==> src/rtl/core/clt_pkg.sv <==
// Shared constants, types and event codes of the client liveness tracker.
package clt_pkg;

  localparam int MAX_CLIENTS = 64;
  localparam int IDX_W       = (MAX_CLIENTS > 1) ? $clog2(MAX_CLIENTS) : 1;

  localparam int ADDR_W  = 32;
  localparam int TIME_W  = 32;
  localparam int CNT_W   = 7;
  localparam int KIND_W  = 3;
  localparam int EXP_W   = 11;
  localparam int NCNT_W  = 2;
  localparam int CIDX_W  = 3;
  localparam int CDATA_W = 32;

  localparam int SEC_PER_MIN = 60;
  localparam int LIMIT_W     = $clog2(((2 ** EXP_W) - 1) * SEC_PER_MIN + 1);

  localparam int EXPIRE_RESET = 60;

  typedef enum logic [KIND_W-1:0] {
    EV_REFRESHED = 3'd0,
    EV_ADDED     = 3'd1,
    EV_FULL      = 3'd2,
    EV_OUTSIDE   = 3'd3,
    EV_DOWN      = 3'd4,
    EV_BACK      = 3'd5
  } ev_kind_e;

  typedef enum logic [CIDX_W-1:0] {
    CFG_EXPIRE      = 3'd0,
    CFG_MAX_CLIENTS = 3'd1,
    CFG_NET_COUNT   = 3'd2,
    CFG_NET0_BASE   = 3'd3,
    CFG_NET0_MASK   = 3'd4,
    CFG_NET1_BASE   = 3'd5,
    CFG_NET1_MASK   = 3'd6
  } cfg_idx_e;

  typedef struct packed {
    logic [LIMIT_W-1:0] limit;
    logic [CNT_W-1:0]   table_limit;
    logic [NCNT_W-1:0]  net_cnt;
    logic [ADDR_W-1:0]  net0_base;
    logic [ADDR_W-1:0]  net0_mask;
    logic [ADDR_W-1:0]  net1_base;
    logic [ADDR_W-1:0]  net1_mask;
  } cfg_t;

  typedef struct packed {
    logic [ADDR_W-1:0] addr;
    logic [TIME_W-1:0] seen;
    logic              down;
  } entry_t;

  typedef struct packed {
    ev_kind_e          kind;
    logic [ADDR_W-1:0] addr;
    logic [TIME_W-1:0] seen;
    logic [CNT_W-1:0]  down_total;
    logic [CNT_W-1:0]  tracked_total;
  } result_t;

  typedef struct packed {
    logic load;
    logic walk;
    logic refresh;
    logic append;
    logic full;
    logic outside;
    logic flush;
  } cmd_t;

  typedef struct packed {
    logic scan;
    logic accepted;
    logic hit;
    logic rvalid;
    logic rd_more;
    logic scan_ev;
    logic pend_valid;
    logic out_free;
    logic room;
  } status_t;

endpackage

==> src/rtl/core/clt_ctrl.sv <==
// Controller: sequences the network check, the table walk and the final word.
module clt_ctrl import clt_pkg::*; (
  input  logic    clk_i,
  input  logic    rst_ni,
  input  logic    in_valid_i,
  output logic    in_ready_o,
  input  status_t st_i,
  output cmd_t    cmd_o
);

  typedef enum logic [1:0] {
    S_IDLE,
    S_CHECK,
    S_WALK,
    S_FLUSH
  } state_e;

  state_e state_q, state_d;
  logic   walk_done;

  assign walk_done  = !st_i.rvalid && !st_i.rd_more;
  assign in_ready_o = (state_q == S_IDLE);

  always_comb begin
    state_d = state_q;
    cmd_o   = '0;
    case (state_q)
      S_IDLE: begin
        if (in_valid_i) begin
          cmd_o.load = 1'b1;
          state_d    = S_CHECK;
        end
      end
      S_CHECK: begin
        if (!st_i.scan && !st_i.accepted) begin
          cmd_o.outside = 1'b1;
          state_d       = S_FLUSH;
        end else begin
          state_d = S_WALK;
        end
      end
      S_WALK: begin
        if (!st_i.scan) begin
          if (st_i.hit) begin
            cmd_o.refresh = 1'b1;
            state_d       = S_FLUSH;
          end else if (walk_done) begin
            cmd_o.append = st_i.room;
            cmd_o.full   = !st_i.room;
            state_d      = S_FLUSH;
          end else begin
            cmd_o.walk = 1'b1;
          end
        end else if (walk_done) begin
          state_d = st_i.pend_valid ? S_FLUSH : S_IDLE;
        end else if (!(st_i.scan_ev && st_i.pend_valid && !st_i.out_free)) begin
          // hold while a change is found and both the pending slot and the output register are full
          cmd_o.walk = 1'b1;
        end
      end
      S_FLUSH: begin
        if (st_i.out_free) begin
          cmd_o.flush = 1'b1;
          state_d     = S_IDLE;
        end
      end
      default: state_d = S_IDLE;
    endcase
  end

  always_ff @(posedge clk_i or negedge rst_ni) begin
    if (!rst_ni) begin
      state_q <= S_IDLE;
    end else begin
      state_q <= state_d;
    end
  end

endmodule

==> config.mk <==
export PLATFORM = sky130hd
export DESIGN_NAME = clt_ctrl
export DESIGN_NICKNAME = d
export VERILOG_FILES = /design/src/rtl/core/clt_pkg.sv /design/src/rtl/core/clt_ctrl.sv
export SDC_FILE = /design/constraint.sdc
export NUM_CORES = 1
export LEC_CHECK = 0
export ABC_CLOCK_PERIOD_IN_PS = 1050
export BUFFER_PORTS_ARGS = -buffer_cell sky130_fd_sc_hd__buf_2
export CAP_MARGIN = 20
export CORE_AREA = 10 10 47 49
export CTS_BUF_LIST = sky130_fd_sc_hd__clkbuf_8
export CTS_CLUSTER_SIZE = 20
export DETAILED_ROUTE_END_ITERATION = 7
export DIE_AREA = 0 0 57 59
export GPL_ROUTABILITY_DRIVEN = 1
export GPL_TIMING_DRIVEN = 0
export PLACE_DENSITY_LB_ADDON = 0.1
export SLEW_MARGIN = 10
export SYNTH_ARGS = -nofsm -noshare
export SYNTH_HDL_FRONTEND = slang
export SYNTH_SLANG_ARGS = --single-unit
==> constraint.sdc <==
create_clock -name clk_i -period 1.05 [get_ports clk_i]
set_clock_uncertainty 0.1 [all_clocks]
set_input_delay 0.105 -clock clk_i [delete_from_list [all_inputs] [get_ports clk_i]]
set_output_delay 0.105 -clock clk_i [all_outputs]
set_load 0.03 [all_outputs]
==> summary.txt <==
Outcome
  – Status: finished with violations
  – Failing checks: negative setup slack

Clock network
  – Clock transition at the registers of the reported paths: 30 ps
  – H-tree levels: 1
  – Total clock sinks: 2
  – Root buffer cell: clkbuf_8
  – Num CTS Buffers: 3
  – Clk_lat worst skew: 210 ps
  – CTS max path bufs: 2
  – CTS tree: built

Layout
  – Final core occ: 41.4%
  – Largest register FFs: 2
  – Antenna diodes: 0
  – Biggest regs: state_q (2)
  – Area Overhead vs Synth: 139%
  – Nets: 72
  – Top reg by flops: state_q
  – FILL cells: 153
  – Fin cells: 75
  – Layout cells sized above 1: 76.3%

Global route
  – Largest net degree at the start of global routing: 10
  – Via count of the first global-routing pass: 381
  – Overall routing resource usage: 6.32%
  – GRT overflow: 0
  – Initial antenna violation count: 0
  – First-pass GRT wire length: 1690 um

Pwr
  – Power Dens Cells: 2540 mW/mm^2
  – P_leak: 0.000270 uW
  – VDD IR max: 0.000995 V

Floorplanning
  – Die Height: 59 um
  – Starting Density: 17.3%
  – CORE AREA: 0.00140 sq mm
  – I/O pins: 20
  – Die area: 0.00336 sq mm
  – Number of placement rows: 14
  – Die width: 57 um

Critical path
  – Critical path's top delay family: flip-flops
  – Setup crit start: state_q[0]$_DFFE_PN0P_
  – CP Cell Sequence: nand2b_4 -> a211oi_4 -> and2_4 -> buf_6
  – WP buf/inv: 1
  – Critical path endpoint: cmd_o[5]
  – Startpoint Class: flop
  – CP arrival: 1260 ps
  – Reg2Reg Setup Slack: -230 ps
  – Critical path class: reg -> out
  – Reg2reg end: state_q[0]$_DFFE_PN0P_
  – CP endpoint kind: output pin
  – CP required: 840 ps
  – Slowest stage cell, crit path: dfrtp_2
  – Reg-to-reg startpoint: state_q[1]$_DFFE_PN0P_
  – CP Depth: 4
  – Crit path max fanout: 3
  – Worst r2r path cells: 6
  – Max stage delay on crit path: 400 ps

Place
  – Routability cong.: 0.661
  – HPWL after DPL: 724 um
  – Port Buffers: 19
  – Inst Count DP: 64

Yosys
  – Sequential area share after synthesis: 20.6%
  – Share of the synthesized area in the top cell type: 20.6%
  – Count leader, synth: and2_1
  – Post-synthesis cell type count: 20
  – Syn nets: 41
  – Ys async rst share: 100%
  – Area leader, netlist: dfrtp_1
  – Top FF cell, synth: dfrtp_1
  – Yosys warning total: 0
  – Number of flops mapped to enable cells by yosys: 0
  – Synthesized flop and latch total: 2
  – Post-Syn Instances: 29
  – Mapped Avg Cell Area: 8.37 sq um
  – Synth area leaders: dfrtp_1 (21%), and2_1 (10%), o41ai_2 (6.7%)
  – Commonest cells post-synth: and2_1 (4), nor2_1 (3)
  – Mapped Area: 243 sq um

Timing
  – Final hold violation count: 0
  – Rel. slew slack: 82.0%
  – Max-slew violations: 0
  – RSZ-0062 raised after global routing: true
  – Setup WS post-layout: -419 ps
  – Period utilisation layout: 140%
  – Worst-Margin Slew: 267 ps
  – Minimum clock period: 1470 ps
  – Final setup vio count: 9
  – Hold_ws: 103 ps
  – Fmax: 0.681 GHz

Detailed routing
  – Vias per inst: 4.43
  – Antenna Nets Post-Route: 0
  – WL final: 989 um
  – Number of remaining DRC errors: 0
  – 1st-pass router iterations: 4
  – DR vias: 332
  – Routed WL per cell: 13.2 um
  – Initial detailed-routing violation count: 8

Run
  – # Max-Cap Violations: 0

Worst hold path
  – Tightest Hold Check Type: in -> async
area by class of cell:
| cell class | instances | area, sq um | share of cell area, % |
|---|---|---|---|
| plain buffers | 1 | 11.3 | 1.94 |
| clock buffers | 3 | 41.3 | 7.11 |
| clock inverters | 1 | 3.75 | 0.647 |
| inverters | 1 | 3.75 | 0.647 |
| multi-input cells | 25 | 241 | 41.6 |
| flip-flops and latches | 2 | 51.3 | 8.84 |
| well taps | 16 | 20.0 | 3.45 |
| repair buffers | 26 | 208 | 35.8 |
cells by family (layout without fill, tap and decap cells):
logic type	Yosys count	in the layout	synth area share, %
and+or+nand+nor	18	18	47.9
AOI/OAI and AO/OA	7	7	25.3
DFF	2	2	20.6
buffers and inverters	2	32	6.18
cell usage in the layout, fill, tap and decap left out, drive strengths merged, types with 2 or more instances in the layout:
cell,count
and2,4
buf,26
nor2,3
dfrtp,2
nand2,2
and3,2
inv,2
clkbuf,3
o21ai,3
nor3,2
layer usage:
layer | track usage (%) | up-vias | part of all wire [%]
li1 | - | 164 | -
met1 | 6.81 | 151 | 40
met2 | 8.84 | 17 | 52
met3 | 3.00 | 0 | 8.1
met4 | 6.04 | 0 | 0
met5 | 0 | - | 0
where the power goes:
group | switching [uW] | internal [uW] | leakage, uW
Combinational | 489 | 523 | 0.000220
Clock | 68.4 | 248 | 0.0000269
Sequential | 22.1 | 122 | 0.0000225
Total | 580 | 893 | 0.000270
worst reg2reg max path: cells and delay by family, from the launching register on:
| family | cells | cell delay [ps] |
|---|---|---|
| buffers and inverters | 3 | 370 |
| flip-flops | 1 | 360 |
| AND/OR/NAND/NOR | 1 | 190 |
| AO/OA/AOI/OAI | 2 | 190 |
worst min path at each step:
stage | cells after the start | endpoint | startpoint | slack (ps)
after floorplan | 0 | state_q[0]$_DFFE_PN0P_ | rst_ni | -290
after global placement | 1 | state_q[1]$_DFFE_PN0P_ | rst_ni | -210
after detailed placement | 1 | state_q[1]$_DFFE_PN0P_ | rst_ni | -210
after CTS | 4 | state_q[1]$_DFFE_PN0P_ | st_i[1] | 100
after global routing | 2 | state_q[0]$_DFFE_PN0P_ | rst_ni | 130
final | 2 | state_q[0]$_DFFE_PN0P_ | rst_ni | 100
repair_timing:
item	4_1_cts	5_1_grt
resized for setup	19	4
setup buffers	2	4
endpoints found under the setup margin	9	9
hold buffers	1	0
pin swaps	2	2
hold endpoints to repair	2	0
cloned	0	0
per-stage QoR:
| step | setup WS (ps) | power (uW) | setup TNS, ps | instance area (sq um) |
|---|---|---|---|---|
| floorplan | -184 | 698 | -685 | 287 |
| global route | -470 | 1570 | -3380 | 581 |
| global placement | -340 | 853 | -1420 | 402 |
| finish | -419 | 1470 | -2930 | 581 |
| detailed placement | -338 | 853 | -1480 | 402 |
| CTS | -428 | 1340 | -2500 | 533 |
Power figures use the tool's default switching activity.
